===== src/rtl/assert_macros.svh =====
// ----------------------------------------------------------------------------
// assert_macros.svh
// Concurrent assertion helpers clocked on i_clk.
// ----------------------------------------------------------------------------
`ifndef ASSERT_MACROS_SVH
`define ASSERT_MACROS_SVH

// checked only outside reset
`define ASSERT_RST(label, prop, msg) \
    label: assert property (@(posedge i_clk) disable iff (!i_rst_n) (prop)) \
        else $error(msg);

// checked on every rising edge
`define ASSERT_ALWAYS(label, prop, msg) \
    label: assert property (@(posedge i_clk) (prop)) else $error(msg);

`endif


===== src/rtl/tlbpt_pkg.sv =====
// ----------------------------------------------------------------------------
// tlbpt_pkg
// Shared sizes, codes and controller/datapath interface types.
// ----------------------------------------------------------------------------
package tlbpt_pkg;

    localparam int TLB_ENTRIES = 16;
    localparam int PAGE_BITS   = 8;
    localparam int OFFSET_BITS = 8;

    localparam int ADDR_W      = 16;
    localparam int FRAME_W     = 8;
    localparam int NEXT_W      = 9;
    localparam int COUNT_W     = 16;
    localparam int NUM_PAGES   = 1 << PAGE_BITS;
    localparam int TLB_IDX_W   = (TLB_ENTRIES > 1) ? $clog2(TLB_ENTRIES) : 1;
    localparam int VA_W        = PAGE_BITS + OFFSET_BITS;

    typedef enum logic [1:0] {
        OUT_TLB_HIT = 2'd0,
        OUT_PT_HIT  = 2'd1,
        OUT_FAULT   = 2'd2
    } t_outcome;

    typedef struct packed {
        logic accept;
        logic commit;
    } t_cmd;

    typedef struct packed {
        logic out_free;
    } t_sts;

endpackage


===== src/rtl/tlbpt_ram.sv =====
// ----------------------------------------------------------------------------
// tlbpt_ram
// Generic single-write, single-read RAM with registered read data.
// ----------------------------------------------------------------------------
module tlbpt_ram #(
    parameter int WIDTH = 8,
    parameter int DEPTH = 256
) (
    input  logic                     i_clk,
    input  logic                     i_we,
    input  logic [$clog2(DEPTH)-1:0] i_waddr,
    input  logic [WIDTH-1:0]         i_wdata,
    input  logic                     i_re,
    input  logic [$clog2(DEPTH)-1:0] i_raddr,
    output logic [WIDTH-1:0]         o_rdata
);

    logic [WIDTH-1:0] r_mem [DEPTH];
    logic [WIDTH-1:0] r_rdata;

    always_ff @(posedge i_clk) begin
        if (i_we) begin
            r_mem[i_waddr] <= i_wdata;
        end
        if (i_re) begin
            r_rdata <= r_mem[i_raddr];
        end
    end

    assign o_rdata = r_rdata;

endmodule


===== src/rtl/tlbpt_ctrl.sv =====
// ----------------------------------------------------------------------------
// tlbpt_ctrl
// Sequencer: takes an address, then commits the lookup once the output
// register is free.
// ----------------------------------------------------------------------------
module tlbpt_ctrl
    import tlbpt_pkg::*;
(
    input  logic i_clk,
    input  logic i_rst_n,
    input  logic i_in_valid,
    output logic o_in_stall,
    input  t_sts i_sts,
    output t_cmd o_cmd
);

    typedef enum logic [1:0] {
        S_IDLE = 2'b01,
        S_LOOK = 2'b10
    } t_state;

    t_state r_state;
    t_state n_state;

    always_comb begin
        n_state      = r_state;
        o_cmd.accept = 1'b0;
        o_cmd.commit = 1'b0;
        unique case (r_state)
            S_IDLE: begin
                if (i_in_valid) begin
                    o_cmd.accept = 1'b1;
                    n_state      = S_LOOK;
                end
            end
            S_LOOK: begin
                if (i_sts.out_free) begin
                    o_cmd.commit = 1'b1;
                    n_state      = S_IDLE;
                end
            end
            default: n_state = S_IDLE;
        endcase
    end

    always_ff @(posedge i_clk) begin
        if (!i_rst_n) begin
            r_state <= S_IDLE;
        end else begin
            r_state <= n_state;
        end
    end

    assign o_in_stall = (r_state != S_IDLE);

endmodule


===== src/rtl/tlbpt_dp.sv =====
// ----------------------------------------------------------------------------
// tlbpt_dp
// TLB, page table, frame allocator, counters and result register.
// ----------------------------------------------------------------------------
module tlbpt_dp
    import tlbpt_pkg::*;
(
    input  logic               i_clk,
    input  logic               i_rst_n,
    input  t_cmd               i_cmd,
    output t_sts               o_sts,
    input  logic [ADDR_W-1:0]  i_virtual_address,
    output logic               o_out_valid,
    input  logic               i_out_stall,
    output logic [FRAME_W-1:0] o_frame,
    output logic [ADDR_W-1:0]  o_physical_address,
    output logic [1:0]         o_outcome,
    output logic [COUNT_W-1:0] o_tlb_hit_count,
    output logic [COUNT_W-1:0] o_fault_count
);

    logic [VA_W-1:0]        va_ext;
    logic [PAGE_BITS-1:0]   r_page;
    logic [OFFSET_BITS-1:0] r_offset;

    logic [PAGE_BITS-1:0]   r_tlb_page  [TLB_ENTRIES];
    logic [FRAME_W-1:0]     r_tlb_frame [TLB_ENTRIES];
    logic [TLB_ENTRIES-1:0] r_tlb_valid;
    logic [TLB_IDX_W-1:0]   r_oldest;

    logic [NUM_PAGES-1:0]   r_page_valid;
    logic [NEXT_W-1:0]      r_next_frame;
    logic [COUNT_W-1:0]     r_hits;
    logic [COUNT_W-1:0]     r_faults;

    logic                   r_out_valid;
    logic [FRAME_W-1:0]     r_frame;
    logic [ADDR_W-1:0]      r_paddr;
    t_outcome               r_outcome;

    logic                   tlb_hit;
    logic [FRAME_W-1:0]     tlb_frame;
    logic [FRAME_W-1:0]     pt_frame;
    logic                   fault;
    t_outcome               outcome;
    logic [FRAME_W-1:0]     frame;
    logic [FRAME_W+OFFSET_BITS-1:0] paddr_full;

    assign va_ext = VA_W'(i_virtual_address);

    tlbpt_ram #(
        .WIDTH (FRAME_W),
        .DEPTH (NUM_PAGES)
    ) u_page_frame (
        .i_clk   (i_clk),
        .i_we    (i_cmd.commit && fault),
        .i_waddr (r_page),
        .i_wdata (r_next_frame[FRAME_W-1:0]),
        .i_re    (i_cmd.accept),
        .i_raddr (va_ext[OFFSET_BITS +: PAGE_BITS]),
        .o_rdata (pt_frame)
    );

    // lowest matching slot wins
    always_comb begin
        tlb_hit   = 1'b0;
        tlb_frame = '0;
        for (int i = TLB_ENTRIES - 1; i >= 0; i--) begin
            if (r_tlb_valid[i] && (r_tlb_page[i] == r_page)) begin
                tlb_hit   = 1'b1;
                tlb_frame = r_tlb_frame[i];
            end
        end
    end

    always_comb begin
        fault = 1'b0;
        if (tlb_hit) begin
            outcome = OUT_TLB_HIT;
            frame   = tlb_frame;
        end else if (r_page_valid[r_page]) begin
            outcome = OUT_PT_HIT;
            frame   = pt_frame;
        end else begin
            outcome = OUT_FAULT;
            frame   = r_next_frame[FRAME_W-1:0];
            fault   = 1'b1;
        end
    end

    assign paddr_full = {frame, r_offset};
    assign o_sts.out_free = !r_out_valid || !i_out_stall;

    always_ff @(posedge i_clk) begin
        if (i_cmd.accept) begin
            r_page   <= va_ext[OFFSET_BITS +: PAGE_BITS];
            r_offset <= va_ext[OFFSET_BITS-1:0];
        end
        if (i_cmd.commit) begin
            r_frame   <= frame;
            r_paddr   <= ADDR_W'(paddr_full);
            r_outcome <= outcome;
            if (!tlb_hit) begin
                r_tlb_page[r_oldest]  <= r_page;
                r_tlb_frame[r_oldest] <= frame;
            end
        end
    end

    always_ff @(posedge i_clk) begin
        if (!i_rst_n) begin
            r_tlb_valid  <= '0;
            r_oldest     <= '0;
            r_page_valid <= '0;
            r_next_frame <= '0;
            r_hits       <= '0;
            r_faults     <= '0;
            r_out_valid  <= 1'b0;
        end else begin
            if (i_cmd.commit) begin
                r_out_valid <= 1'b1;
            end else if (!i_out_stall) begin
                r_out_valid <= 1'b0;
            end
            if (i_cmd.commit) begin
                if (tlb_hit) begin
                    if (r_hits != '1) begin
                        r_hits <= r_hits + 1'b1;
                    end
                end else begin
                    r_tlb_valid[r_oldest] <= 1'b1;
                    if (r_oldest == TLB_IDX_W'(TLB_ENTRIES - 1)) begin
                        r_oldest <= '0;
                    end else begin
                        r_oldest <= r_oldest + 1'b1;
                    end
                end
                if (fault) begin
                    r_page_valid[r_page] <= 1'b1;
                    r_next_frame         <= r_next_frame + 1'b1;
                    if (r_faults != '1) begin
                        r_faults <= r_faults + 1'b1;
                    end
                end
            end
        end
    end

    assign o_out_valid        = r_out_valid;
    assign o_frame            = r_frame;
    assign o_physical_address = r_paddr;
    assign o_outcome          = r_outcome;
    assign o_tlb_hit_count    = r_hits;
    assign o_fault_count      = r_faults;

endmodule


===== src/rtl/tlb_page_table_translate.sv =====
// ----------------------------------------------------------------------------
// tlb_page_table_translate
// Virtual to physical translation through a FIFO-replaced TLB backed by a
// demand-paged page table.
// ----------------------------------------------------------------------------
// One address is in flight at a time. The transfer cycle reads the page table
// RAM; the lookup then compares all TLB entries, picks the frame, writes back
// the page table (on a fault) and the TLB (on a miss) and loads the result
// register. A result waiting on a stalled output does not block the next
// input transfer, but the lookup of that next address waits until the result
// register is free. Page-valid bits reset at once; no clearing pass.
// ----------------------------------------------------------------------------
`include "assert_macros.svh"

module tlb_page_table_translate
    import tlbpt_pkg::*;
(
    input  logic               i_clk,
    input  logic               i_rst_n,
    input  logic               i_in_valid,
    output logic               o_in_stall,
    input  logic [ADDR_W-1:0]  i_virtual_address,
    output logic               o_out_valid,
    input  logic               i_out_stall,
    output logic [FRAME_W-1:0] o_frame,
    output logic [ADDR_W-1:0]  o_physical_address,
    output logic [1:0]         o_outcome,
    output logic [COUNT_W-1:0] o_tlb_hit_count,
    output logic [COUNT_W-1:0] o_fault_count
);

    t_cmd cmd;
    t_sts sts;

    tlbpt_ctrl u_ctrl (
        .i_clk      (i_clk),
        .i_rst_n    (i_rst_n),
        .i_in_valid (i_in_valid),
        .o_in_stall (o_in_stall),
        .i_sts      (sts),
        .o_cmd      (cmd)
    );

    tlbpt_dp u_dp (
        .i_clk              (i_clk),
        .i_rst_n            (i_rst_n),
        .i_cmd              (cmd),
        .o_sts              (sts),
        .i_virtual_address  (i_virtual_address),
        .o_out_valid        (o_out_valid),
        .i_out_stall        (i_out_stall),
        .o_frame            (o_frame),
        .o_physical_address (o_physical_address),
        .o_outcome          (o_outcome),
        .o_tlb_hit_count    (o_tlb_hit_count),
        .o_fault_count      (o_fault_count)
    );

    `ASSERT_ALWAYS(a_no_accept_commit, !(cmd.accept && cmd.commit), "accept during commit")
    `ASSERT_RST(a_commit_shows, cmd.commit |=> o_out_valid, "commit lost result")
    `ASSERT_RST(a_result_src, $rose(o_out_valid) |-> $past(cmd.commit), "result without commit")
    `ASSERT_RST(a_commit_free, cmd.commit |-> sts.out_free, "commit over pending result")

endmodule


===== config.mk =====
export PLATFORM = sky130hd
export DESIGN_NAME = tlb_page_table_translate
export DESIGN_NICKNAME = d
export VERILOG_FILES = /design/src/rtl/tlbpt_pkg.sv /design/src/rtl/tlbpt_ram.sv /design/src/rtl/tlbpt_ctrl.sv /design/src/rtl/tlbpt_dp.sv /design/src/rtl/tlb_page_table_translate.sv
export VERILOG_INCLUDE_DIRS = /design/src /design/src/rtl
export SDC_FILE = /design/constraint.sdc
export NUM_CORES = 2
export LEC_CHECK = 0
export BUFFER_PORTS_ARGS = -buffer_cell sky130_fd_sc_hd__buf_4
export CAP_MARGIN = 20
export CORE_UTILIZATION = 46
export CTS_CLUSTER_SIZE = 14
export DETAILED_ROUTE_END_ITERATION = 10
export GPL_TIMING_DRIVEN = 0
export PLACE_DENSITY = 0.64
export SLEW_MARGIN = 20
export SYNTH_ARGS = -nofsm -noshare
export SYNTH_HDL_FRONTEND = slang
export SYNTH_SLANG_ARGS = --single-unit

===== constraint.sdc =====
create_clock -name i_clk -period 5.6 [get_ports i_clk]
set_input_delay 0 -clock i_clk [delete_from_list [all_inputs] [get_ports i_clk]]
set_output_delay 0 -clock i_clk [all_outputs]
set_load 0.02 [all_outputs]

### Word-level counts from Yosys, hierarchy flattened

Memories as Yosys holds them, arrays and structs flattened. A register that Yosys moved wholly into a read port is not among the register bits.
Cells that the tools add are included.
Widths: inputs -> output; s select.

| cells by class | value |
|---|---|
| add/subtract/negate cells | 4 |
| order comparisons | 4 |
| equality and inequality tests | 25 |
| mux-type cells | 58 |
| bitwise operators | 3 |
| reductions and logical operators | 27 |

Operators by type and width:

| operator | count |
|---|---|
| $or 256x256->256 | 1 |
| $mux 8 | 18 |
| $eq 8x8->1 | 16 |
| $add 16x1->16 const B | 2 |
| $mux 1 | 32 |
| $ne 16x16->1 const B | 2 |
| $logic_and 1x1->1 | 19 |
| $or 16x16->16 | 1 |
| $add 9x1->9 const B | 1 |
| $lt 8x9->1 const B | 1 |
| $bmux 1 s8 | 1 |
| $demux 1 s8 | 1 |
| $ge 8x1->1 const B | 1 |
| $mux 2 | 3 |
| $reduce_and 2->1 | 3 |
| $reduce_and 3->1 | 2 |
| $lt 4x5->1 const B | 1 |
| $add 4x1->4 const B | 1 |
| $demux 1 s4 | 1 |
| $eq 4x4->1 const B | 1 |
| $ge 4x1->1 const B | 1 |
| $mux 4 | 1 |
| $ne 2x1->1 const B | 2 |
| $ne 2x2->1 const B | 2 |
| other kinds (6) | 7 |

| word-level totals | value |
|---|---|
| register bits | 362 |
| memory bits (writable) | 2304 |
| bits of input ports | 20 |
| word-level logic and storage cells | 137 |
| memories kept | 3 |

Memory list:

| name | depth | width | read ports | clocked after Yosys merged registers in | write ports | RTL line | RTL |
|---|---|---|---|---|---|---|---|
| u_dp.u_page_frame.r_mem | 256 | 8 | 1 | 1 | 1 | tlbpt_ram.sv:18 | `logic [WIDTH-1:0] r_mem [DEPTH];` |
| u_dp.r_tlb_frame | 16 | 8 | 16 | 0 | 1 | tlbpt_dp.sv:27 | `logic [FRAME_W-1:0] r_tlb_frame [TLB_ENTRIES];` |
| u_dp.r_tlb_page | 16 | 8 | 16 | 0 | 1 | tlbpt_dp.sv:26 | `logic [PAGE_BITS-1:0] r_tlb_page [TLB_ENTRIES];` |

### Logic depth before layout (Yosys ltp)

| depth | value |
|---|---|
| depth after elaboration | 22 |
| mapped depth | 18 |
| depth with buffers taken out | 9 |

### Modules after synthesis

From an unflattened synthesis, not the netlist that was laid out.

| unflattened totals | value |
|---|---|
| cell total of the unflattened synthesis | 5889 |
| area, all modules | 104350.1 µm² |

By module, submodules not included:

| module | instances | cells an instance | area an instance (µm²) |
|---|---|---|---|
| tlbpt_ram | 1 | 3733 | 79636.4 |
| tlbpt_dp | 1 | 2147 | 24626.1 |
| tlbpt_ctrl | 1 | 9 | 87.6 |

### Worst setup path before layout

No wires, ideal clock.

| path | value |
|---|---|
| path type | flip-flop to flip-flop |
| from | reg u_dp.r_next_frame[2] |
| to | reg u_dp.r_next_frame[7] |
| library setup time | 0.078 ns |
| arrival | 4.916 ns |
| data required time | 5.522 ns |
| slack | 0.606 ns |
| stages on the path, launching flop included | 6 |
| buffers on the path | 0 |
| period minus slack after synthesis | 4.994 ns |
| cells stage by stage | dfxtp_1 -> nand3_1 -> nor2_1 -> nand4_1 -> or3_1 -> a21oi_1 |

| between the ends | value |
|---|---|
| cells in the longest elaborated chain, start to end | 1 |

RTL lines:

| item | RTL line | RTL |
|---|---|---|
| start: declaration | tlbpt_dp.sv:32 | `logic [NEXT_W-1:0] r_next_frame;` |
| start signal: assignment | tlbpt_dp.sv:140 | `r_next_frame <= r_next_frame + 1'b1;` |
| $add 9x1->9 | tlbpt_dp.sv:140 |  |

No other way between the ends.
A chain may end at the register's enable or synchronous reset.

### Worst setup path in the final report

| path | value |
|---|---|
| from | reg u_dp.r_page[3] |
| to | mem u_dp.u_page_frame.r_mem[143][6], enable pin |

| between the ends | value |
|---|---|
| cells in the longest elaborated chain, start to end | 22 |
| elaborated cells on any way between the ends | 55 |
| those cells by class | eq/ne: 16; mux: 22; reduce/logical: 17 |

RTL lines:

| item | RTL line | RTL |
|---|---|---|
| start: declaration | tlbpt_dp.sv:23 | `logic [PAGE_BITS-1:0] r_page;` |
| start signal: assignment | tlbpt_dp.sv:96 | `r_page <= va_ext[OFFSET_BITS +: PAGE_BITS];` |
| $eq 8x8->1 | tlbpt_dp.sv:69 | `if (r_tlb_valid[i] && (r_tlb_page[i] == r_page)) begin` |
| $logic_and 1x1->1 | tlbpt_dp.sv:69 |  |
| $mux 1 (16 in series) | tlbpt_dp.sv:69 |  |
| $mux 1 | tlbpt_dp.sv:78 | `if (tlb_hit) begin` |
| $logic_and 1x1->1 | tlbpt_dp.sv:56 | `.i_we (i_cmd.commit && fault),` |
| $mux 1 | tlbpt_ram.sv:22 | `if (i_we) begin` |
| $mux 1 (implied by the code) | tlbpt_ram.sv:23 | `r_mem[i_waddr] <= i_wdata;` |
| end: declaration | tlbpt_ram.sv:18 |  |

Parallel ways exist; a longest one is shown, timed or not. The select of a mux whose other input is x is not followed.

==> results.md <==
* 1st-iter DRT viols at 8457
* Status: finished with violations
* Min Clock Period, post-route at 5.76 ns
* Warnings from Yosys at 0
* Net count after synthesis at 5140
* Violated checks: setup timing
* Die height at 477 um
* Crit start category: register
* Worst Tran Pin Value at 1.33 ns
* Worst r2r src: u_dp.r_page[3]
* Global-route wire length before repair at 420000 um
* Total number of vias at 56500
* Setup TNS at -5.80 ns
* Row cnt at 173
* Area contributors post-synth: edfxtp_1 (68%), mux4_2 (16%), dfxtp_1 (6.2%), o21a_1 (1.9%), nor3_1 (1.2%)
* Final nets at 5806
* Final period util at 103%
* Critical path arrival at 6.27 ns
* Largest net degree at the start of global routing at 76
* Die area at 227000 um^2
* Worst setup EP type: register
* Fraction of layout cells with a size suffix above 1 at 31.5%
* Hold Path Cell Cnt at 2
* Worst-path clk slew at 0.06 ns
* Met1 WL at 117000 um
* Met3 wire len at 30900 um
* CTS root buf: clkbuf_16
* Critical-path top delay cell: nor2_2
* GRT Total Usage at 26.3%
* H-tree depth at 5
* Top Metal Used: met5
* Cell mode on critical path: buf_2
* Pre-antenna DRT Iters at 6
* Mapped Area at 104000 um^2
* Synth top area share at 68.0%
* Normalized max-slew margin at 11.0%
* Metal2 WL at 140000 um
* Leak at 38.3 nW
* CTS buffer count at 287
* Core area at 223000 um^2
* Final Util at 54.6%
* P per Cell Area at 338 nW/um^2
* Post-synth cell types at 63
* Worst R2R Setup Slack at -0.16 ns
* Async SR Flop Fraction at 0%
* Maximum clock insertion buffer count at 4
* Maximum clock rate at 174 MHz
* Syn_area_per_cell at 20.3 um^2
* Max-cap check violation count at 0
* RSZ-0062 raised after global routing: true
* Filler Cells Inserted at 16800
* CTS tree: yes
* Remaining antenna violation count at 0
* Antenna violations before repair at 16
* EDFF count, synth at 2346
* Initial core utilization at 46.5%
* Post-synth top area cell: edfxtp_1
* Total grt overflow at 0
* Final slew viol count at 0
* Worst endpoint required time at 6.12 ns
* Hold Fails Final Rpt at 0
* CP Cell Sequence: buf_2 -> buf_2 -> buf_4 -> clkbuf_2 -> xnor2_1 -> nand4_1 -> nor2_1 -> a31oi_1 -> and4_1 -> nand3_1 -> buf_2 -> nor2_2 -> nand3_1 -> nor2_2
* GPL Wtd Cong at 1.00
* CP peak stage delay at 0.63 ns
* Clk sink count at 2665
* Worst hold path endpoint: u_dp.r_page[6]
* Wirelength per Cell at 33.6 um
* Chip Width at 477 um
* DR vias/cell at 6.30
* Top Family by Delay on Critical Path: simple AND/OR/NAND/NOR gates
* Worst-Skew Late Latency at 0.95 ns
* Layout Area Growth over Synthesis at 17.4%
* Max VDD drop at 318 uV
* R2R depth at 14
* Setup Skew at 0.0759 ns
* Crit-path max FO at 11
* CP Class: register to register
* Final setup margin at -0.158 ns
* Number of port buffers at 78
* Post-DP HPWL at 209000 um
* R2R Path End: u_dp.u_page_frame.r_mem[143][6]
* Final setup viols at 133
* Buffers and inverters on the worst path at 5
* Post-Synthesis Cells at 5113
* DRC viols at 0
* Routed wire length at 301000 um
* Hold slack at 0.0862 ns
* Hold crit path type: primary input to register
* Vias in the first global route at 55100
* Hold Crit Start: i_virtual_address[14]
* # IOs at 80
* Ys flop type: edfxtp_1
* #FFs+latches synth at 2665
* Sequential share of the synthesized area at 74.2%
-- power by group --
part	leakage (nW)	internal, W	switching (W)
Sequential	23.7	0.0214	0.0000214
Combinational	10.3	0.000668	0.00118
Clock	4.25	0.0103	0.00757
-- state kept, by name (all words and copies together) (netlist names), 16 cells and up --
register,cells
u_dp.u_page_frame.r_mem,2048
u_dp.r_tlb_page,128
u_dp.r_tlb_frame,128
u_dp.r_page_valid,256
u_dp.o_fault_count,16
u_dp.o_physical_address,16
u_dp.o_tlb_hit_count,16
u_dp.r_tlb_valid,16
-- how the worst max path moves through the flow --
| stage | from | to | slack [ns] | cells past startpoint |
|---|---|---|---|---|
| after floorplan | u_dp.r_next_frame[2] | u_dp.r_next_frame[7] | 0.61 | 5 |
| after global placement | u_dp.r_next_frame[3] | u_dp.r_tlb_frame[14][3] | -3.68 | 2 |
| after detailed placement | u_dp.r_page[3] | u_dp.u_page_frame.r_mem[50][2] | -2.04 | 15 |
| after CTS | u_dp.r_page[3] | u_dp.u_page_frame.r_mem[197][3] | 0.000004 | 15 |
| after global routing | u_dp.r_page[0] | u_dp.u_page_frame.r_mem[140][4] | -0.12 | 16 |
| final | u_dp.r_page[3] | u_dp.u_page_frame.r_mem[143][6] | -0.16 | 14 |
-- stage by stage --
step | setup slack [ns] | power, W | std cells | instance area, um^2
after floorplan | 0.606 | 0.0228 | 5113 | 104000
after global placement | -3.68 | 0.0235 | 8166 | 108000
after detailed placement | -2.04 | 0.0236 | 8406 | 112000
after CTS | 0.00000444 | 0.0412 | 8940 | 121000
after global routing | -0.117 | 0.0421 | 8958 | 122000
final | -0.158 | 0.0411 | 8967 | 122000
-- kinds of logic (layout without fill, tap and decap cells) --
logic type | after synthesis | in the layout | synth area share [%]
DFF | 2665 | 2665 | 74.2
muxes | 778 | 778 | 16.5
and+or+nand+nor | 698 | 698 | 3.42
AOI/OAI and AO/OA | 472 | 472 | 3.18
buffers and inverters | 350 | 1218 | 1.49
xor gates and xnor gates | 143 | 143 | 1.21
adders and majority gates | 7 | 7 | 0.0845
other | 0 | 11 | 0
-- per-layer routing --
layer	vias to the layer above	track usage [%]
li1	22500	-
met1	30000	36.4
met2	3347	40.5
met3	731	5.99
met4	18	10.4
met5	-	0.357
-- cells in the mapped netlist, types with 25 or more instances --
master / instances
a21oi_1: 54
buf_1: 57
buf_2: 36
clkbuf_1: 203
dfxtp_1: 319
edfxtp_1: 2346
mux2i_1: 36
mux4_2: 741
nand2_1: 119
nand3_1: 75
nand4_1: 32
nor2_1: 90
nor3_1: 249
o21a_1: 258
o21ai_0: 54
or3_1: 25
xnor2_1: 130
-- cell type report --
class                      instances  area (um^2)  area share [%]
sequential                      2665        76900            63.2
multi-input combinational       2098        26800            22.0
clock buffer                     382         7930            6.52
timing repair buffer             377         3950            3.24
tap                             2975         3720            3.06
buffer                           329         1580            1.30
clock inverter                   109          747           0.614
inverter                          21         78.8          0.0648
antenna                           11         27.5          0.0226
-- layout by cell type (no fill, tap or decap), types with 21 or more instances in the layout --
master	count
nor3_2	198
o21ai_0	54
nor3_1	26
inv_1	21
buf_4	256
dfxtp_1	311
o21a_1	258
nand4_1	32
nand2_1	119
buf_6	76
edfxtp_1	2346
a21oi_1	54
clkbuf_16	295
clkinv_1	49
nor2_1	68
mux2i_1	36
buf_2	42
buf_16	30
mux4_2	741
dlygate4sd3_1	35
or3_1	25
clkbuf_1	226
buf_1	36
clkbuf_2	47
nand3_1	74
clkbuf_8	22
clkinv_2	39
nor3_4	40
xnor2_1	130
-- worst register-to-register path: stages, from the launching register on --
cell and delay (ns):
edfxtp_1 0.36, buf_2 0.38, buf_2 0.39, buf_4 0.48, clkbuf_2 0.57, xnor2_1 0.20
nand4_1 0.12, nor2_1 0.05, a31oi_1 0.34, and4_1 0.38, nand3_1 0.20, buf_2 0.34
nor2_2 0.43, nand3_1 0.47, nor2_2 0.63
-- timing repair --
item                                   in CTS  in global routing
pin swaps                                   1                  8
resized for setup                          45                 48
buffers inserted                            8                 13
setup endpoints to repair                2738                852
endpoints found under the hold margin      61                  0
hold buffers                               35                  0
No activity file was read; power rests on OpenSTA's default activity.
